==> config.mk <==
export PLATFORM = sky130hd
export DESIGN_NAME = sec_front
export DESIGN_NICKNAME = d
export VERILOG_FILES = /design/src/sec_pkg.sv /design/src/sec_front.sv
export SDC_FILE = /design/constraint.sdc
export NUM_CORES = 1
export LEC_CHECK = 0
export ABC_AREA = 1
export BUFFER_PORTS_ARGS = -buffer_cell sky130_fd_sc_hd__buf_2
export CORE_AREA = 3 3 171 173
export DETAILED_ROUTE_END_ITERATION = 6
export DIE_AREA = 0 0 174 176
export PLACE_DENSITY = 0.6
export REMOVE_ABC_BUFFERS = 1
export SLEW_MARGIN = 20
export SYNTH_ARGS = -nofsm -noshare
export SYNTH_HDL_FRONTEND = slang
export SYNTH_SLANG_ARGS = --single-unit
==> constraint.sdc <==
create_clock -name i_clk -period 17.5 [get_ports i_clk]
set_clock_uncertainty 0.2 [all_clocks]
set_input_delay 3.5 -clock i_clk [delete_from_list [all_inputs] [get_ports i_clk]]
set_output_delay 3.5 -clock i_clk [all_outputs]
set_load 0.005 [all_outputs]
==> src/sec_pkg.sv <==
`timescale 1ns / 1ps
`default_nettype none
package sec_pkg;

    localparam int CNT_W = 11;

    localparam logic [2:0] ACT_APPEND  = 3'd0;
    localparam logic [2:0] ACT_READ    = 3'd1;
    localparam logic [2:0] ACT_PUBLISH = 3'd2;
    localparam logic [2:0] ACT_FAIL    = 3'd3;
    localparam logic [2:0] ACT_CLEAR   = 3'd4;

    localparam logic [1:0] CFG_CAPACITY  = 2'd0;
    localparam logic [1:0] CFG_FLUSH     = 2'd1;
    localparam logic [1:0] CFG_THRESHOLD = 2'd2;

    localparam logic [15:0] FAIL_MAX = 16'hFFFF;

    typedef enum logic [2:0] {
        OP_APPEND,
        OP_READ,
        OP_PUBLISH,
        OP_FAIL,
        OP_CLEAR,
        OP_NONE
    } t_op;

    typedef struct packed {
        logic [2:0]  action;
        logic [31:0] session_tag;
        logic [31:0] epoch;
        logic [47:0] step_number;
        logic [62:0] time_ns;
        logic [31:0] force_mn;
        logic [9:0]  read_index;
    } t_in_word;

    typedef struct packed {
        logic        accepted;
        logic        ready_res;
        logic        loss_flag;
        logic        hazard_flag;
        logic [10:0] record_count;
        logic [31:0] chunk_number;
        logic [15:0] failure_count;
        logic [47:0] read_step;
        logic [62:0] read_time_ns;
        logic [31:0] read_force_mn;
        logic [47:0] hazard_step;
        logic [31:0] hazard_force_mn;
    } t_out_word;

    typedef struct packed {
        t_op         op;
        logic [31:0] session_tag;
        logic [31:0] epoch;
        logic [47:0] step_number;
        logic [62:0] time_ns;
        logic [31:0] force_mn;
        logic [9:0]  read_index;
    } t_cmd;

    typedef struct packed {
        logic [10:0] capacity;
        logic [10:0] flush_count;
        logic [31:0] hazard_threshold_mn;
    } t_cfg;

    typedef struct packed {
        logic [47:0] step;
        logic [62:0] time_ns;
        logic [31:0] force_mn;
    } t_entry;

endpackage
`default_nettype wire

==> src/sec_front.sv <==
`timescale 1ns / 1ps
`default_nettype none
module sec_front (
    input  wire logic              i_clk,
    input  wire logic              i_rst_n,
    input  wire logic              i_start,
    output logic                   o_busy,
    input  wire sec_pkg::t_in_word i_word,
    input  wire logic              i_q_full,
    output logic                   o_push,
    output sec_pkg::t_cmd          o_cmd
);

    logic          r_valid;
    logic          n_valid;
    sec_pkg::t_cmd r_cmd;
    sec_pkg::t_cmd n_cmd;
    logic          accept;

    assign o_busy = r_valid && i_q_full;
    assign accept = i_start && !o_busy;
    assign o_push = r_valid && !i_q_full;
    assign o_cmd  = r_cmd;

    always_comb begin
        n_cmd.session_tag = i_word.session_tag;
        n_cmd.epoch       = i_word.epoch;
        n_cmd.step_number = i_word.step_number;
        n_cmd.time_ns     = i_word.time_ns;
        n_cmd.force_mn    = i_word.force_mn;
        n_cmd.read_index  = i_word.read_index;
        case (i_word.action)
            sec_pkg::ACT_APPEND:  n_cmd.op = sec_pkg::OP_APPEND;
            sec_pkg::ACT_READ:    n_cmd.op = sec_pkg::OP_READ;
            sec_pkg::ACT_PUBLISH: n_cmd.op = sec_pkg::OP_PUBLISH;
            sec_pkg::ACT_FAIL:    n_cmd.op = sec_pkg::OP_FAIL;
            sec_pkg::ACT_CLEAR:   n_cmd.op = sec_pkg::OP_CLEAR;
            default:              n_cmd.op = sec_pkg::OP_NONE;
        endcase
    end

    always_comb begin
        if (accept) begin
            n_valid = 1'b1;
        end else if (o_push) begin
            n_valid = 1'b0;
        end else begin
            n_valid = r_valid;
        end
    end

    always_ff @(posedge i_clk) begin
        if (!i_rst_n) begin
            r_valid <= 1'b0;
        end else begin
            r_valid <= n_valid;
        end
        if (accept) begin
            r_cmd <= n_cmd;
        end
    end

endmodule
`default_nettype wire

# == After elaboration in Yosys (flattened, before gate mapping) ==
# Cells that the tools add are included.
# classes
n_reduce_logical,7
eq_ne,4
muxes,3
# ops
op,count
case mux 3 bit (5 select lines),1
equality test 3 x 2 -> 1 bit (second input constant),2
equality test 3 x 1 -> 1 bit (second input constant),1
equality test 3 bit (second input constant),1
logical AND 1 bit,3
logical NOT 3 bit,1
logical NOT 1 bit,2
two-way mux 1 bit,2
nonzero test 2 bit,1
# totals
wordCells,22
reg_bits,221
inputBits,224
output_inout_bits,222

# == Longest topological paths before layout ==
# Gate-level depths: netlist of the first run.
# depth
ltp_word,4
mapped_depth,3

# == Worst setup path before layout of the first run ==
# Ideal clock, no wire load.
# synth_timing
kind,input port to flip-flop
from,input i_q_full
to,"register r_cmd, in the netlist o_cmd[0] (enable)"
n_path_buf,0
path_stages,3
required_time_ps,16489
arrival_ps,12846
setup_slack_ps,3643
setup_time_ps,811
cell_sequence,nand2_2 inv_2 nor2_1
# synth_between
elab_chain_len,3
# synth_lines
element,line_no,text
from (decl),sec_front.sv:9,"input wire logic i_q_full,"
logical AND 1 bit,sec_front.sv:20,assign o_busy = r_valid && i_q_full;
net o_busy,sec_front.sv:7,"output logic o_busy,"
logical NOT 1 bit,sec_front.sv:21,assign accept = i_start && !o_busy;
logical AND 1 bit,sec_front.sv:21,
net accept,sec_front.sv:18,logic accept;
to (signal assigned),sec_front.sv:59,r_cmd <= n_cmd;
to (decl),sec_front.sv:16,sec_pkg::t_cmd r_cmd;
# The timed path passes the listed nets, and every way through them passes these cells.
# A chain may end at the register's enable or synchronous reset.

# == Worst setup path after layout of the first run ==
# layout_timing
from,input i_q_full
to,output o_busy
# layout_between
elab_chain_len,1
# layout_lines
element,line_no
logical AND 1 bit,sec_front.sv:20
to (decl),sec_front.sv:7
# Every way passes these cells.

==> impl_summary.txt, run 1 <==
----------------------------------------------------
[Floorplan]
  Total Die Area ... 30600 µm²
  Horizontal die dimension ... between 150 and 200 µm
  Initial core utilization ... 24.1%
  Standard-cell rows ... a little over 60
  Die boundary height ... about 180 µm
  I/O pin cnt ... 446
  Core outline area ... 27800 µm²

[Placement]
  Worst slack, placed ... 9930 ps
  Post-detailed-placement cell area ... 9410 µm²
  DP Wirelength ... 15000 µm
  Number of cells in the design after placement ... approximately 1100
  Port Buffers ... 445
  Routability Congestion ... 0.752

[Critical path]
  Standard cell with the maximum stage delay on the critical path ... sky130_fd_sc_hd__buf_2
  Endpoint required time on the critical path ... about 14000 ps
  Arrival time at the worst endpoint ... 3870 ps
  Largest driver fanout on the critical path ... 2
  Critical setup path kind ... in -> out
  Endpoint kind of the worst setup timing path ... output pin
  Peak per-stage delay on the critical path ... approximately 130 ps
  Critical path launch point type ... input pin
  Crit path cell chain ... buf_2, nand2_2, inv_2, buf_2
  Most prevalent standard cell on the critical path ... sky130_fd_sc_hd__buf_2

[STA]
  Final worst path period need ... 7570 ps
  Final TNS setup ... 0 ps
  Highest Clock Rate ... 132 MHz
  Number of setup violations in the final report ... 0
  Final worst setup slack ... 9930 ps
  Worst slew slack as a fraction of its limit ... about 33%
  Final cycle utilization of the critical path ... 43.3%
  Slew at the pin closest to its max-slew limit ... 1010 ps
  Count of pins over their slew limit ... 0
  Unrepaired setup endpoints after global routing ... false
  Endpoints failing hold ... 0

[Global route]
  Number of global-route vias before repair ... 4445
  Global-route layer with the greatest usage ... met2
  Antenna violations before repair ... 6
  M3 GR Usage ... about 5.4%
  Met2 GRT Util ... 20.6%
  Global-route wire length before repair ... 27200 µm
  Met1 demand-to-capacity share in global routing ... 12.6%
  Remaining Overflow, GRT ... 0
  Total Routing Usage GR ... 11.8%
  Maximum number of pins on one net before global-route repair ... 81

[Layout]
  # nets final ... 931
  Share of layout cells above drive strength 1 ... 66.9%
  Number of antenna repair diodes ... 0
  Final design instance area without fill ... between 10000 and 15000 µm²
  Area grow syn2layout ... 51.9%
  Count of non-filler cells in the finished layout ... approximately 1100

[Power]
  Power density of the placed cells ... around 120 nW/µm²
  Leakage power summed over all cells ... between 4 and 5 nW
  Highest ir drop seen on vdd ... 0.0785 mV
  Total power ... 0.00118 W

[Routing]
  Number of DRC markers after the initial detailed-route iteration ... roughly 150
  Number of design rule violations left after detail routing ... 0
  Post-DRT Antenna Nets ... 0
  Via/cell ratio ... between 3 and 4
  Average wire per cell in the routed design ... about 17 µm
  DRT Wirelength ... 19200 µm
  Via Count ... roughly 4100
  Drt first pass iters ... 4

[Synth]
  Share of synthesized area occupied by flip-flops and latches ... 99.2%
  Number of instances in the synthesized netlist ... roughly 230
  Share of cell area taken by muxes after synthesis ... 0%
  Mean area per synthesized cell ... about 29 µm²
  Arithmetic-cell share of the synthesized area counting full adders, half adders and majority gates ... 0%
  Post-Synthesis Cell Area ... about 6700 µm²
  Xor/xnor cell area share of the yosys netlist ... 0%
  Combinational family with the most area after synthesis ... buffers and inverters
  Yosys Warn Count ... 0
  Post-synthesis compound-gate area fraction ... 0.243%
  Simple logic cell fraction of the synthesized area ... 0.262%
  Count of distinct cell types in the synthesized netlist ... 9
  Flip-flop and latch count after synthesis ... 221

[Clock network]
  Cell at the root of the clock tree ... sky130_fd_sc_hd__clkbuf_16
  Number of cells upsized or downsized after cts ... 0
  Clock latency at the later pin of the worst-skew pair ... 510 ps
  # hold bufs at CTS ... 0
  Max Root-Sink Buffers ... 3
  Number of buffers created by CTS ... 25
  Clock edge transition at the registers on the reported setup and hold paths ... about 60 ps
  Number of H-tree levels ... 1
  TritonCTS clock tree ... built
  Clock net sink count ... 221
  Buffers inserted by post-CTS timing repair ... 0

[Outcome]
  Status ... finished clean

[Worst hold path]
  Worst min path class ... reg -> reg

[Flow run]
  Max-cap violations ... 0

----------------------------------------------------
-- per-layer routing --
metal	part of all wire, %	vias to the layer above
li1	-	1884
met1	35	1907
met2	50	292
met3	12	49
met4	2.8	10
met5	0.36	-
-- Yosys cell counts --
library cell | count | area (µm²)
sky130_fd_sc_hd__a21oi_2 | 1 | 8.76
sky130_fd_sc_hd__inv_1 | 4 | 15.0
sky130_fd_sc_hd__clkbuf_1 | 1 | 3.75
sky130_fd_sc_hd__nor2_1 | 3 | 11.3
sky130_fd_sc_hd__inv_2 | 1 | 3.75
sky130_fd_sc_hd__a21o_1 | 1 | 7.51
sky130_fd_sc_hd__dfxtp_1 | 1 | 20.0
sky130_fd_sc_hd__edfxtp_1 | 220 | 6610
sky130_fd_sc_hd__nand2_2 | 1 | 6.26
-- state kept, by name, indices dropped and copies added, names as in the netlist --
| name | count |
|---|---|
| r_valid | 1 |
| o_cmd | 220 |
-- report_power, final --
| part | switching, W | internal (W) | total, W | leakage (nW) |
|---|---|---|---|---|
| clock | 0.000196 | 0.000275 | 0.000472 | 0.354 |
| sequential | 0.00000771 | 0.000620 | 0.000628 | 2.14 |
| combinational | 0.0000391 | 0.0000365 | 0.0000756 | 1.81 |
-- kinds of logic (layout without fill, tap and decap cells) --
group / after synthesis / count (layout)
compound gates: 2 / 2
simple gates: 4 / 4
flops: 221 / 221
buf+inv: 6 / 496
-- final cells by class --
class,instances,area [µm²]
Clock inverter,13,95.1
Timing Repair Buffer,448,2250
Inverter,5,18.8
Tap cell,378,473
Fill cell,2747,17600
Clock buffer,30,644
Multi-Input combinational cell,6,41.3
Sequential cell,221,6630
-- worst paths after layout --
check / end / slack (ps) / depth (start not counted) / start
worst min-delay path: r_valid / 290 / 2 / r_valid
worst max register to register: o_cmd[102] / 14770 / 5 / r_valid
worst max-delay path: o_busy / 9930 / 4 / i_q_full
worst min register to register: r_valid / 290 / 2 / r_valid
-- critical path, delay by kind of cell --
family                 cells  cell delay (ps)
buffers and inverters      3              290
and+or+nand+nor            1               80
-- placed cells by master, fill, tap and decap left out --
cell type / instances
sky130_fd_sc_hd__buf_2: 445
sky130_fd_sc_hd__edfxtp_1: 220
sky130_fd_sc_hd__clkbuf_16: 25
sky130_fd_sc_hd__clkinv_1: 6
sky130_fd_sc_hd__clkbuf_1: 5
sky130_fd_sc_hd__inv_1: 4
sky130_fd_sc_hd__buf_4: 3
sky130_fd_sc_hd__nor2_1: 2
sky130_fd_sc_hd__clkinv_2: 2
sky130_fd_sc_hd__clkinvlp_4: 2
sky130_fd_sc_hd__nand2_2: 1
sky130_fd_sc_hd__inv_2: 1
sky130_fd_sc_hd__nor2_4: 1
sky130_fd_sc_hd__a21o_1: 1
sky130_fd_sc_hd__a21oi_2: 1
sky130_fd_sc_hd__inv_6: 1
sky130_fd_sc_hd__bufinv_16: 1
sky130_fd_sc_hd__clkinv_4: 1
sky130_fd_sc_hd__dfxtp_1: 1
-- through the flow --
step	utilization [%]	hold slack [ps]
2_1_floorplan	-	257
3_3_place_gp	33.9	272
3_5_place_dp	33.9	271
4_1_cts	36.5	283
5_1_grt	36.5	321
6_report	36.5	286
No activity file was read; power rests on OpenSTA's default activity.
==> inputs of run 2 (changes only) <==
Settings changed: ABC_AREA 1 to 0.
Clock period 17.5 ns to 7.9 ns, I/O delays scaled along.
==> run 2 against run 1 <==
  * Critical path depth fell by 1
  * Combinational power rose by 120%
  * Synthesized area shrank 0.13%
  * Sequential power up 120%
  * Flip-flop and latch count unchanged
  * Utilization down 0.059 points
  * Critical path type unchanged
==> impl_summary.txt, run 2 <==
----------------------------------------------------
[Global route]
  Number of global-route vias before repair ... 4367
  Global-route wire length before repair ... 26700 µm
  Maximum number of pins on one net before global-route repair ... 67
  Antenna violations before repair ... 4
  Remaining Overflow, GRT ... 0
  Total Routing Usage GR ... 11.7%

[STA]
  Highest Clock Rate ... 265 MHz
  Unrepaired setup endpoints after global routing ... false
  Endpoints failing hold ... 0
  Slew at the pin closest to its max-slew limit ... 818 ps
  Count of pins over their slew limit ... 0
  Final TNS setup ... 0 ps
  Final cycle utilization of the critical path ... 47.7%
  Worst slew slack as a fraction of its limit ... 45.5%
  Final worst path period need ... 3770 ps
  Number of setup violations in the final report ... 0

[Synth]
  List of most frequent post-synthesis cells ... 220 x sky130_fd_sc_hd__edfxtp_1, 2 x sky130_fd_sc_hd__nor2b_1
  Number of flops mapped to enable cells by yosys ... 220
  Yosys Warn Count ... 0
  Top cells by area in the synthesized netlist ... sky130_fd_sc_hd__edfxtp_1 99%, sky130_fd_sc_hd__dfxtp_1 0.30%, sky130_fd_sc_hd__nor2b_1 0.19%
  Leading register cell type out of synthesis ... sky130_fd_sc_hd__edfxtp_1
  Most used standard cell by instance count after synthesis ... sky130_fd_sc_hd__edfxtp_1
  Number of instances in the synthesized netlist ... 228
  Share of synthesized area occupied by flip-flops and latches ... 99.3%
  Post-Synthesis Cell Area ... 6670 µm²
  Share of synthesized registers carrying an async set or reset ... 0%
  Mean area per synthesized cell ... just under 30 µm²
  Area share of the largest cell type after synthesis ... just under 100%
  Flip-flop and latch count after synthesis ... ~220
  Leading area contributor after synthesis ... sky130_fd_sc_hd__edfxtp_1
  Count of distinct cell types in the synthesized netlist ... 8

[Floorplan]
  Die boundary height ... 176 µm
  Core outline area ... ~28000 µm²
  Initial core utilization ... 24.0%
  Standard-cell rows ... just over 60
  Total Die Area ... between 30000 and 40000 µm²
  Horizontal die dimension ... 174 µm
  I/O pin cnt ... 446

[Layout]
  Count of non-filler cells in the finished layout ... ~1100
  # nets final ... between 900 and 1000
  Share of layout cells above drive strength 1 ... around 67%
  Most frequent standard cell in the layout excluding fill and tap cells ... sky130_fd_sc_hd__buf_2
  Number of antenna repair diodes ... 0
  Max FFs per register ... 220
  Top library cells by usage in the layout, fill and taps aside ... 445 x sky130_fd_sc_hd__buf_2, 220 x sky130_fd_sc_hd__edfxtp_1, 25 x sky130_fd_sc_hd__clkbuf_16, 8 x sky130_fd_sc_hd__clkbuf_1
  Area grow syn2layout ... 51.8%

[Clock network]
  Clock latency at the later pin of the worst-skew pair ... 510 ps
  # hold bufs at CTS ... 0
  Buffers inserted by post-CTS timing repair ... 0
  Max Root-Sink Buffers ... 3
  Number of H-tree levels ... 1
  TritonCTS clock tree ... built
  Cell at the root of the clock tree ... sky130_fd_sc_hd__clkbuf_16
  Clock net sink count ... 221
  Number of cells upsized or downsized after cts ... 0
  Clock edge transition at the registers on the reported setup and hold paths ... 60 ps
  Number of buffers created by CTS ... 25

[Placement]
  DP Wirelength ... between 10000 and 15000 µm
  Port Buffers ... between 400 and 500
  Routability Congestion ... 0.719
  Number of cells in the design after placement ... 1054

[Critical path]
  Endpoint kind of the worst setup timing path ... output pin
  Largest driver fanout on the critical path ... 3
  Setup slack of the most critical reg-to-reg path ... 5460 ps
  Endpoint required time on the critical path ... between 6000 and 7000 ps
  Critical path launch point type ... input pin
  Arrival time at the worst endpoint ... just under 2000 ps
  Critical setup path kind ... in -> out

[Routing]
  Post-DRT Antenna Nets ... 0
  DRT Wirelength ... 19100 µm
  Number of DRC markers after the initial detailed-route iteration ... 186
  Via Count ... 4119
  Number of design rule violations left after detail routing ... 0
  Via/cell ratio ... 3.75
  Average wire per cell in the routed design ... between 15 and 20 µm
  Drt first pass iters ... 4

[Outcome]
  Status ... finished clean

[Worst hold path]
  Worst min path class ... reg -> reg

[Flow run]
  Max-cap violations ... 0

[Power]
  Power density of the placed cells ... 255 nW/µm²
  Leakage power summed over all cells ... 4.28 nW
  Highest ir drop seen on vdd ... 0.175 mV

----------------------------------------------------
==> run 2: changes by cell type after synthesis, sizes merged <==
cell | previous run | this run
and2b | 0 | 1
nor2b | 0 | 2
nand2 | 1 | 0
nor2 | 3 | 0
o21a | 0 | 1
a21oi | 1 | 0
inv | 5 | 0
and2 | 0 | 1
==> run 2: per-stage QoR <==
step           cell area (µm²)  total power, W  worst slack (ps)  utilization (%)  hold WS (ps)
5_1_grt                  10100         0.00269              4120             36.5           442
4_1_cts                  10100         0.00263              4130             36.5           421
6_report                 10100         0.00258              4130             36.5           422
3_3_place_gp              9410         0.00158              4050             33.9           400
2_1_floorplan             6670         0.00147             -4510                -           362
3_5_place_dp              9410         0.00159              4020             33.9           404
==> run 2: cell families (layout without fill, tap and decap cells) <==
family / after synthesis / after routing / synth area share, %
flip-flops: 221 / 221 / 99.3
AO/OA/AOI/OAI: 2 / 2 / 0.225
AND/OR/NAND/NOR: 4 / 4 / 0.431
buffers and inverters: 1 / 492 / 0.0562
==> run 2: worst max-delay path, cell delays in order <==
cell and delay, ps:
sky130_fd_sc_hd__buf_2 100, sky130_fd_sc_hd__and2_4 160, sky130_fd_sc_hd__buf_2 140
==> run 2: final cells by class <==
class	count	area, µm²
Clock buffer	34	669
Multi-Input combinational cell	6	51.3
Fill cell	2718	17600
Clock inverter	9	55.1
Timing Repair Buffer	449	2260
Tap cell	378	473
Sequential cell	221	6630
==> run 2: worst paths after layout <==
check	cells after the start	end	startpoint
worst min-delay path	2	r_valid	r_valid
worst min register to register	2	r_valid	r_valid
worst max register to register	4	o_cmd[14]	r_valid
worst max-delay path	3	o_busy	i_q_full
==> run 2: per-layer routing <==
layer  wire (µm)  global-route usage (%)
met5          41                       0
met4         567                    3.82
met3        2200                    5.40
met2        9700                    20.9
met1        6630                    12.3
==> run 2: report_power, final <==
part | switching [W] | total (W) | internal [W]
logic | 0.0000843 | 0.000166 | 0.0000816
registers | 0.0000178 | 0.00139 | 0.00137
clock network | 0.000433 | 0.00102 | 0.000590
total | 0.000535 | 0.00258 | 0.00205
