==> src/sec_pkg.sv <==
`timescale 1ns / 1ps
`default_nettype none
package sec_pkg;

    localparam int CNT_W = 11;

    localparam logic [2:0] ACT_APPEND  = 3'd0;
    localparam logic [2:0] ACT_READ    = 3'd1;
    localparam logic [2:0] ACT_PUBLISH = 3'd2;
    localparam logic [2:0] ACT_FAIL    = 3'd3;
    localparam logic [2:0] ACT_CLEAR   = 3'd4;

    localparam logic [1:0] CFG_CAPACITY  = 2'd0;
    localparam logic [1:0] CFG_FLUSH     = 2'd1;
    localparam logic [1:0] CFG_THRESHOLD = 2'd2;

    localparam logic [15:0] FAIL_MAX = 16'hFFFF;

    typedef enum logic [2:0] {
        OP_APPEND,
        OP_READ,
        OP_PUBLISH,
        OP_FAIL,
        OP_CLEAR,
        OP_NONE
    } t_op;

    typedef struct packed {
        logic [2:0]  action;
        logic [31:0] session_tag;
        logic [31:0] epoch;
        logic [47:0] step_number;
        logic [62:0] time_ns;
        logic [31:0] force_mn;
        logic [9:0]  read_index;
    } t_in_word;

    typedef struct packed {
        logic        accepted;
        logic        ready_res;
        logic        loss_flag;
        logic        hazard_flag;
        logic [10:0] record_count;
        logic [31:0] chunk_number;
        logic [15:0] failure_count;
        logic [47:0] read_step;
        logic [62:0] read_time_ns;
        logic [31:0] read_force_mn;
        logic [47:0] hazard_step;
        logic [31:0] hazard_force_mn;
    } t_out_word;

    typedef struct packed {
        t_op         op;
        logic [31:0] session_tag;
        logic [31:0] epoch;
        logic [47:0] step_number;
        logic [62:0] time_ns;
        logic [31:0] force_mn;
        logic [9:0]  read_index;
    } t_cmd;

    typedef struct packed {
        logic [10:0] capacity;
        logic [10:0] flush_count;
        logic [31:0] hazard_threshold_mn;
    } t_cfg;

    typedef struct packed {
        logic [47:0] step;
        logic [62:0] time_ns;
        logic [31:0] force_mn;
    } t_entry;

endpackage
`default_nettype wire

==> src/sec_queue.sv <==
`timescale 1ns / 1ps
`default_nettype none
module sec_queue (
    input  wire logic          i_clk,
    input  wire logic          i_rst_n,
    input  wire logic          i_push,
    input  wire sec_pkg::t_cmd i_cmd,
    output logic               o_full,
    output logic               o_valid,
    output sec_pkg::t_cmd      o_cmd,
    input  wire logic          i_pop
);

    sec_pkg::t_cmd r_slot [2];
    logic          r_wr_ptr;
    logic          r_rd_ptr;
    logic [1:0]    r_fill;
    logic [1:0]    n_fill;
    logic          do_push;
    logic          do_pop;

    assign o_full  = (r_fill == 2'd2);
    assign o_valid = (r_fill != 2'd0);
    assign o_cmd   = r_slot[r_rd_ptr];
    assign do_push = i_push && !o_full;
    assign do_pop  = i_pop && o_valid;

    always_comb begin
        case ({do_push, do_pop})
            2'b10:   n_fill = r_fill + 2'd1;
            2'b01:   n_fill = r_fill - 2'd1;
            default: n_fill = r_fill;
        endcase
    end

    always_ff @(posedge i_clk) begin
        if (!i_rst_n) begin
            r_wr_ptr <= 1'b0;
            r_rd_ptr <= 1'b0;
            r_fill   <= 2'd0;
        end else begin
            r_fill <= n_fill;
            if (do_push) begin
                r_wr_ptr <= !r_wr_ptr;
            end
            if (do_pop) begin
                r_rd_ptr <= !r_rd_ptr;
            end
        end
        if (do_push) begin
            r_slot[r_wr_ptr] <= i_cmd;
        end
    end

endmodule
`default_nettype wire

==> config.mk <==
export PLATFORM = sky130hd
export DESIGN_NAME = sec_queue
export DESIGN_NICKNAME = d
export VERILOG_FILES = /design/src/sec_pkg.sv /design/src/sec_queue.sv
export SDC_FILE = /design/constraint.sdc
export NUM_CORES = 1
export LEC_CHECK = 0
export BUFFER_PORTS_ARGS = -buffer_cell sky130_fd_sc_hd__clkbuf_2
export CORE_MARGIN = 1.5
export CORE_UTILIZATION = 40
export DETAILED_ROUTE_END_ITERATION = 8
export PLACE_DENSITY = 0.62
export SYNTH_ARGS = -nofsm -noshare
export SYNTH_HDL_FRONTEND = slang
export SYNTH_SLANG_ARGS = --single-unit
export TNS_END_PERCENT = 50
==> constraint.sdc <==
create_clock -name i_clk -period 8.8 [get_ports i_clk]
set_input_delay 1.76 -clock i_clk [delete_from_list [all_inputs] [get_ports i_clk]]
set_output_delay 1.76 -clock i_clk [all_outputs]
set_load 0.01 [all_outputs]
* After elaboration in Yosys (flattened, before gate mapping)
Memory sizes are Yosys's and may differ from the RTL's. A register that Yosys moved wholly into a read port is not among the register bits.
Cells that the tools add are included.
** Storage, ports and cells
- RAM bits :: 440
- Output and inout port bits :: 222
- Input port bits :: 224
- Word-level logic and storage cells :: 21
- Memories :: 1
- Flip-flop bits (word level) :: 4
** Operators by class
- Mux-type cells :: 5
- Reductions and logical operators :: 7
- Equality and inequality tests :: 3
- $add $sub $neg :: 2
** Memory list
- r_slot :: words 2, width 220, read ports 1, clocked after Yosys merged registers in 1, write ports 1, line sec_queue.sv:14 : sec_pkg::t_cmd r_slot [2];
** Operators with widths (count)
- 2-bit equality test (second input constant) :: 2
- 1-bit 2-to-1 mux :: 4
- 2-bit one-hot mux with 2 select lines :: 1
- 2-bit nonzero test :: 2
- 1-bit zero test :: 3
- 2-bit by 1-bit adder with 2-bit output (second input constant) :: 1
- 2-bit by 1-bit equality test with 1-bit output (second input constant) :: 1
- 1-bit logical AND :: 2
- 2-bit by 1-bit subtractor with 2-bit output (second input constant) :: 1

* Longest topological paths before layout
Gate-level depths: netlist of run 1.
- Word-level depth :: 5
- Gate-level depth with buffers :: 6

* Worst setup path after synthesis of run 1
No wires, ideal clock.
- Path type :: input -> register
- From :: input port i_push
- To :: memory r_slot[1][0] in the netlist's numbering, enable pin
- Data required time :: 8191 ps
- Path slack :: 1361 ps
- Arrival :: 6830 ps
- Stages :: 1
- Library setup time :: 609 ps
- Cells stage by stage :: and3_1
** Between the ends
- Longest elaborated chain between the ends :: 3
** Ends and longest elaborated chain
- from (decl) :: line sec_queue.sv:6 : input wire logic i_push,
- 1-bit logical AND :: line sec_queue.sv:25 : assign do_push = i_push && !o_full;
- 1-bit 2-to-1 mux :: line sec_queue.sv:50 : if (do_push) begin
- 1-bit 2-to-1 mux (not written as such) :: line sec_queue.sv:51 : r_slot[r_wr_ptr] <= i_cmd;
- to (decl) :: line sec_queue.sv:14
Every way passes these cells.

==> impl_metrics.yaml, run 1 <==
sta:
  relSlewSlack_pct: 36.3
  fin_crit_ns: 4.52
  fin_worst_skew_ns: 0.00988
  fin_crit_sh_pct: 51.4
  fmax_ghz: 0.221
  worstMarginPinSlew_ns: 0.955
  hold_viol: 0
  rsz0062_at_grt: "no"
  setup_tns_ns: 0
  setup_viol: 0
  drv_slew: 0
route:
  drc: 0
  drt_first_pass_iters: 6
  drt_iter0_drc: 348
  ant_nets: 0
  routed_via_density: 4.69
  vias: 8212
  post_drt_wl_per_cell_um: 19.1
  wirelength_mm: 33.4
synth:
  synth_area_um2: 16100
  ys_seq_area_share_pct: 82.7
  synthCells: 710
  yosysMostFrequentCell: "edfxtp_1"
  yosysWarnings: 0
  async_flop_share_pct: 0
  ys_seq_elements: 445
  synth-main-ff-cell: "edfxtp_1"
  yosys-top-cells-count: "edfxtp_1, mux2_2, buf_4"
  synth_area_leaders: "edfxtp_1, mux2_2, buf_4"
  ys_types: 19
  synth-edff-count: 440
  synth.avg_cell_area_um2: 22.7
  yosysTopAreaCell: "edfxtp_1"
  synth_nets: 935
  synth_top_area_share_pct: 82.1
floorplan:
  die_w_um: 204
  rows: 73
  die-area_um2: 41500
  pin_count: 446
  start_util_pct: 40.5
  coreArea_um2: 39700
  die_y_um: 204
final_layout:
  drive_gt1_share_pct: 60.3
  layoutNonFillerInstCount: 1750
  fin_nets: 1410
  fillCellCount: 3327
  area_delta_synth_final_pct: 26.4
critical_path:
  r2r-start: "r_fill[0]"
  r2r_end: "r_slot[0][67]"
  worst-r2r-setup-slack_ns: 5.91
  rr_worst_depth: 5
  path_class: "reg -> out"
  worstPathArrival_ns: 2.76
  critical_path_required_ns: 7.04
  critPathMaxFanout: 64
  critPathCaptureType: "output pin"
  cp-start-kind: "flop"
global_routing:
  overflow: 0
  antenna_found_initial: 4
  grt_use_total_pct: 15.5
  grt_pass1_vias: 8380
  grt_max_degree: 113
  grt_first_pass_wirelength_mm: 48.3
clock_tree:
  clockBufferDepth: 3
  cts_root_buffer: "clkbuf_16"
  cts_made_buffers: 46
  postCtsHoldBufs: 0
  clk_latency_ns: 0.56
  post_cts_buffers: 0
  cts_max_level: 2
  clkTransAtPathRegs_ns: 0.06
  cts_resized: 0
  tritoncts: "done"
  clock_sinks: 445
pwr:
  p_leak_uw: 0.00761
  ir_drop_mv: 0.192
  powerDensity_nw_per_um2: 298
status:
  status: "finished clean"
placed_design:
  hpwl_mm: 21.8
  gp_congestion: 0.740
  dp_cells: 1662
  numPortBuffers: 445
hold_path:
  hold_class: "reg -> reg"
  min_path_cells: 2
  min_from: "r_wr_ptr"
  holdPathEnd: "r_wr_ptr"
flow_run:
  maxCapViolCount: 0
[cells by family (layout without fill, tap and decap cells)]
| group | Yosys count | in the layout | share of synthesized area, % |
|---|---|---|---|
| compound gates | 5 | 5 | 0.202 |
| xor+xnor | 3 | 3 | 0.163 |
| fa+ha+maj | 1 | 1 | 0.0777 |
| buf+inv | 27 | 539 | 1.13 |
| flops | 445 | 445 | 82.7 |
| mux | 220 | 220 | 15.4 |
| other cells | 0 | 3 | 0 |
| simple gates | 9 | 9 | 0.350 |
[metrics by stage]
stage | power [uW] | util, % | setup slack (ns) | hold slack, ns | instance area, um2
3_3_place_gp | 4290 | 47.6 | 4.50 | 0.491 | 18900
3_5_place_dp | 4300 | 47.6 | 4.50 | 0.489 | 18900
5_1_grt | 6330 | 51.2 | 4.07 | 0.527 | 20300
6_report | 6060 | 51.2 | 4.28 | 0.491 | 20300
2_1_floorplan | 3770 | - | 1.36 | 0.457 | 16100
4_1_cts | 6150 | 51.2 | 4.18 | 0.498 | 20300
[placed cells by master, fill, tap and decap left out, types with 3 or more instances in the layout]
cell type  instances
clkbuf_2         445
edfxtp_1         440
mux2_2           220
clkbuf_16         49
clkbuf_1          14
clkinv_1          11
clkinv_2           5
clkbuf_8           4
buf_4              4
dfxtp_1            4
diode_2            3
xnor2_1            3
[worst max-delay path by stage]
| stage | slack, ns | startpoint | cells after the start | endpoint |
|---|---|---|---|---|
| 3_3_place_gp | 4.50 | i_push | 5 | r_slot[0][61] |
| 6_report | 4.28 | flop | 3 | o_cmd[26] |
| 3_5_place_dp | 4.50 | i_push | 5 | r_slot[0][217] |
| 4_1_cts | 4.18 | flop | 3 | o_cmd[117] |
| 5_1_grt | 4.07 | flop | 3 | o_cmd[26] |
| 2_1_floorplan | 1.36 | i_push | 1 | r_slot[1][0] |
[flip-flops by register name, summed over array words and instances (netlist names), named ones only]
register  cells
r_slot      440
r_wr_ptr      1
r_rd_ptr      1
r_fill        2
[layer usage]
layer / part of all wire [%] / GRT usage, % / vias to the layer above
met5: 0.039 / 0 / -
met4: 2.2 / 5.11 / 2
met3: 9.5 / 6.55 / 54
met2: 50 / 25.5 / 301
met1: 39 / 18.2 / 4060
li1: - / - / 3795
[layout make-up]
| cell class | count | area, um2 | area share (%) |
|---|---|---|---|
| clock inverters | 18 | 104 | 0.510 |
| multi-input cells | 238 | 2610 | 12.8 |
| flip-flops and latches | 445 | 13300 | 65.5 |
| repair buffers | 451 | 2300 | 11.3 |
| clock buffers | 67 | 1330 | 6.56 |
| diodes | 3 | 7.51 | 0.0369 |
| inverters | 3 | 18.8 | 0.0923 |
| well taps | 525 | 657 | 3.23 |
[power breakdown]
group	total [uW]	leakage (uW)	switching, uW	internal (uW)
clock network	1830	0.000700	754	1080
registers	2780	0.00416	105	2680
logic	1450	0.00275	790	661
total	6060	0.00761	1650	4410
[worst max-delay path, cell delays in order (launching register included)]
cell	delay, ns
dfxtp_4	0.93
buf_4	0.66
mux2_2	0.42
clkbuf_2	0.13
(Power assumes the default switching activity.)
==> run 2: changes to the inputs <==
Clock period 8.8 ns to 4.4 ns, I/O delays scaled along.
==> impl_metrics.yaml, run 2 (synthesized netlist as in run 1, its figures left out) <==
status:
  status: "finished clean"
clock_tree:
  tritoncts: "done"
  postCtsHoldBufs: 0
  clk_latency_ns: 0.56
  clock_sinks: 445
  cts_max_level: 2
  cts_resized: 0
  post_cts_buffers: 0
  cts_made_buffers: 46
  clockBufferDepth: 3
  cts_root_buffer: "clkbuf_16"
  clkTransAtPathRegs_ns: 0.06
final_layout:
  layout.cells.most_common: "clkbuf_2"
  fillCellCount: 3260
  drive_gt1_share_pct: 61.1
  layout_common_cells: "clkbuf_2, edfxtp_1, mux2_2"
  area_delta_synth_final_pct: 27.1
  regMostFlops: "r_slot"
  diodes: 0
  fin_nets: 1423
  largest_reg_flops: 440
  reg_top3: "r_slot x440, r_fill x2"
  final_util_pct: 51.5
placed_design:
  hpwl_mm: 22.7
  gp_congestion: 0.770
  numPortBuffers: 445
floorplan:
  coreArea_um2: 39700
  pin_count: 446
  die_y_um: 204
  rows: 73
  die_w_um: 204
  start_util_pct: 40.5
  die-area_um2: 41500
critical_path:
  critPathMaxFanout: 47
  cp-start-kind: "flop"
  worstPathArrival_ns: 2.32
  slowest_stage: "dfxtp_4"
  path_class: "reg -> out"
  worst_path_largest_cell_delay_ns: 0.80
  crit_buf_inv: 2
  critPathCaptureType: "output pin"
  critical_path_required_ns: 3.52
  path_cells: "buf_4 -> mux2_2 -> clkbuf_2"
  cpLargestDelayFamily: "flip-flops"
sta:
  drv_slew: 0
  rsz0062_at_grt: "no"
  fin_crit_sh_pct: 72.8
  hold_viol: 0
  setup_viol: 0
  fin_worst_skew_ns: 0.0150
  relSlewSlack_pct: 45.9
  worstMarginPinSlew_ns: 0.811
  setup_tns_ns: 0
  whs_ns: 0.508
  fin_crit_ns: 3.20
  fmax_ghz: 0.312
route:
  wirelength_mm: 33.3
  drc: 0
  post_drt_wl_per_cell_um: 19.0
  routed_via_density: 4.69
  vias: 8233
  drt_iter0_drc: 302
  drt_first_pass_iters: 4
  ant_nets: 0
global_routing:
  grt_first_pass_wirelength_mm: 49.0
  grt_pass1_vias: 8589
  overflow: 0
  antenna_found_initial: 0
  grt_use_total_pct: 15.7
  grt_max_degree: 87
pwr:
  total_power_uw: 12100
  p_leak_uw: 0.00768
  ir_drop_mv: 0.375
  powerDensity_nw_per_um2: 592
hold_path:
  hold_class: "in -> reg"
flow_run:
  maxCapViolCount: 0
run 2: cell count changes in the layout (fill, tap and decap cells not counted), sizes merged:
cell      before  now
buf            6   19
clkbuf       512  504
clkinv        16   20
diode          3    0
clkinvlp       1    2
run 2: layout make-up:
| class | count | area (um2) | share of cell area, % |
|---|---|---|---|
| flip-flops and latches | 445 | 13300 | 65.1 |
| multi-input cells | 238 | 2610 | 12.8 |
| repair buffers | 464 | 2460 | 12.0 |
| clock buffers | 59 | 1260 | 6.18 |
| well taps | 525 | 657 | 3.21 |
| clock inverters | 23 | 138 | 0.673 |
| inverters | 3 | 18.8 | 0.0917 |
run 2: report_power, final:
part           internal [uW]  switching, uW  leakage, uW
registers               5340            190      0.00416
logic                   1390           1610      0.00284
clock network           2080           1520     0.000687
run 2: routing by layer:
layer,track usage (%),up-vias,routed length [um]
li1,-,3826,-
met1,18.2,4041,12800
met2,26.6,292,17000
met3,5.43,74,2510
met4,6.48,0,1050
met5,0,-,0
run 2: worst paths after layout:
kind | slack (ns) | cells after the start | from | to
worst min register to register | 0.52 | 2 | r_wr_ptr | r_wr_ptr
worst max register to register | 2.02 | 5 | r_fill[0] | r_slot[0][45]
worst min-delay path | 0.51 | 1 | i_cmd[5] | r_slot[0][5]
worst max-delay path | 1.20 | 3 | flop | o_cmd[211]
run 2: through the flow:
step | instance area (um2) | worst slack [ns] | instances
3_5_place_dp | 19100 | 1.56 | 1675
6_report | 20500 | 1.20 | 1757
2_1_floorplan | 16100 | -1.70 | 710
5_1_grt | 20500 | 1.01 | 1757
4_1_cts | 20500 | 1.07 | 1757
3_3_place_gp | 19100 | 1.58 | 1675
run 2: worst reg2reg max path, stage by stage, from the launching register on:
cell	delay (ns)
dfxtp_1	0.42
nand2b_2	0.19
inv_2	0.04
or3_1	0.41
inv_8	0.52
buf_4	0.46
==> run 3: changes to the inputs <==
Clock period 4.4 ns to 3.05 ns, I/O delays scaled along.
==> impl_metrics.yaml, run 3 (synthesized netlist as in run 1, its figures left out) <==
placed_design:
  hpwl_mm: 23.5
  gp_congestion: 0.735
  pre_cts_ws_ns: 0.840
  numPortBuffers: 445
  placed_area_um2: 19200
clock_tree:
  tritoncts: "done"
  cts_resized: 0
  post_cts_buffers: 0
  postCtsHoldBufs: 0
  clkTransAtPathRegs_ns: 0.06
  clk_latency_ns: 0.56
  clockBufferDepth: 3
  cts_max_level: 2
  clock_sinks: 445
  cts_made_buffers: 47
  cts_root_buffer: "clkbuf_16"
hold_path:
  holdPathEnd: "r_slot[1][132]"
  hold_class: "in -> reg"
  min_from: "i_cmd[132]"
  min_path_cells: 1
floorplan:
  die_y_um: 204
  pin_count: 446
  rows: 73
  die-area_um2: 41500
  start_util_pct: 40.5
  die_w_um: 204
  coreArea_um2: 39700
critical_path:
  worstPathArrival_ns: 2.12
  critical_path_required_ns: 2.44
  r2r-start: "r_fill[0]"
  path_class: "reg -> out"
  critPathMaxFanout: 59
  worst_path_largest_cell_delay_ns: 0.61
  r2r_end: "r_slot[0][109]"
  cp-start-kind: "flop"
  path_cells: "buf_12 -> mux2_2 -> clkbuf_2"
  critPathCaptureType: "output pin"
  rr_worst_depth: 5
  worst-r2r-setup-slack_ns: 0.97
  slowest_stage: "dfxtp_4"
route:
  dr.max_layer_used: "met4"
  met2_length_mm: 17.2
  ant_nets: 0
  route.met3.wl_mm: 2.98
  vias: 8353
  wirelength_mm: 34.4
  met1Wirelength_mm: 13.3
  post_drt_wl_per_cell_um: 19.4
  drc: 0
  drt_first_pass_iters: 4
  drt_iter0_drc: 343
  routed_via_density: 4.72
final_layout:
  reg_top3: "r_slot x440, r_fill x2"
  fillCellCount: 3297
  layout_common_cells: "clkbuf_2, edfxtp_1, mux2_2"
  multiInputGateArea_um2: 2620
  largest_reg_flops: 440
  fin_nets: 1434
  layout.cells.most_common: "clkbuf_2"
  ff_latch_area_um2: 13300
  regMostFlops: "r_slot"
  design_area_um2: 20700
  drive_gt1_share_pct: 61.9
  area_delta_synth_final_pct: 28.5
sta:
  fin_crit_sh_pct: 89.4
  fin_ws_ns: 0.324
  setup_tns_ns: 0
  fin_crit_ns: 2.73
  worstMarginPinSlew_ns: 0.557
  rsz0062_at_grt: "no"
  drv_slew: 0
  fin_worst_skew_ns: 0.0163
  relSlewSlack_pct: 62.9
  fmax_ghz: 0.367
  hold_viol: 0
  setup_viol: 0
global_routing:
  grt_max_degree: 71
  grt_pass1_vias: 8910
  grt_use_total_pct: 16.1
  grt_first_pass_wirelength_mm: 50.6
  overflow: 0
  antenna_found_initial: 1
status:
  status: "finished clean"
flow_run:
  maxCapViolCount: 0
pwr:
  ir_drop_mv: 0.574
  powerDensity_nw_per_um2: 872
  p_leak_uw: 0.00779
run 3: cell count changes in the layout (fill, tap and decap cells not counted), moves of 2 or more:
cell | before | now
clkinvlp_4 | 2 | 4
clkbuf_8 | 0 | 2
clkinv_1 | 9 | 6
buf_4 | 12 | 21
bufinv_16 | 1 | 5
clkinv_2 | 10 | 7
run 3: power by group:
group | switching (uW) | leakage, uW | total [uW] | internal [uW]
registers | 232 | 0.00416 | 7940 | 7700
clock network | 2250 | 0.000744 | 5650 | 3400
logic | 2410 | 0.00289 | 4470 | 2050
total | 4890 | 0.00779 | 18100 | 13200
run 3: stage by stage:
stage | utilization (%) | total power [uW] | std cells | hold WS (ns)
floorplan | - | 10800 | 710 | 0.467
global placement | 48.2 | 12600 | 1685 | 0.494
detailed placement | 48.2 | 12600 | 1685 | 0.483
CTS | 52.1 | 18300 | 1768 | 0.188
global route | 52.1 | 18800 | 1769 | 0.205
finish | 52.1 | 18100 | 1769 | 0.237
run 3: critical path, delay by kind of cell (launching register included):
kind | cells | cell delay, ns
flip-flops | 1 | 0.61
multiplexers | 1 | 0.39
buffers and inverters | 2 | 0.49
run 3: layout make-up:
cell class	instances	area share (%)
well taps	525	3.17
repair buffers	474	12.3
diodes	1	0.0121
multi-input cells	238	12.6
flip-flops and latches	445	64.4
inverters	3	0.109
clock buffers	61	6.24
clock inverters	22	1.17
run 3: routing by layer:
metal / vias up / track usage (%)
met3: 63 / 5.62
met1: 4167 / 18.3
li1: 3826 / -
met4: 0 / 6.72
met2: 297 / 27.5
met5: - / 0
run 3: worst max-delay path by stage:
| stage | from | to | slack, ns | cells after the start |
|---|---|---|---|---|
| 2_1_floorplan | i_push | r_slot[0][0] | -1.36 | 3 |
| 3_3_place_gp | i_push | r_slot[0][110] | 0.84 | 6 |
| 3_5_place_dp | i_push | r_slot[0][54] | 0.84 | 6 |
| 4_1_cts | flop | o_cmd[23] | 0.22 | 3 |
| 5_1_grt | flop | o_cmd[16] | 0.21 | 3 |
| 6_report | flop | o_cmd[99] | 0.32 | 3 |
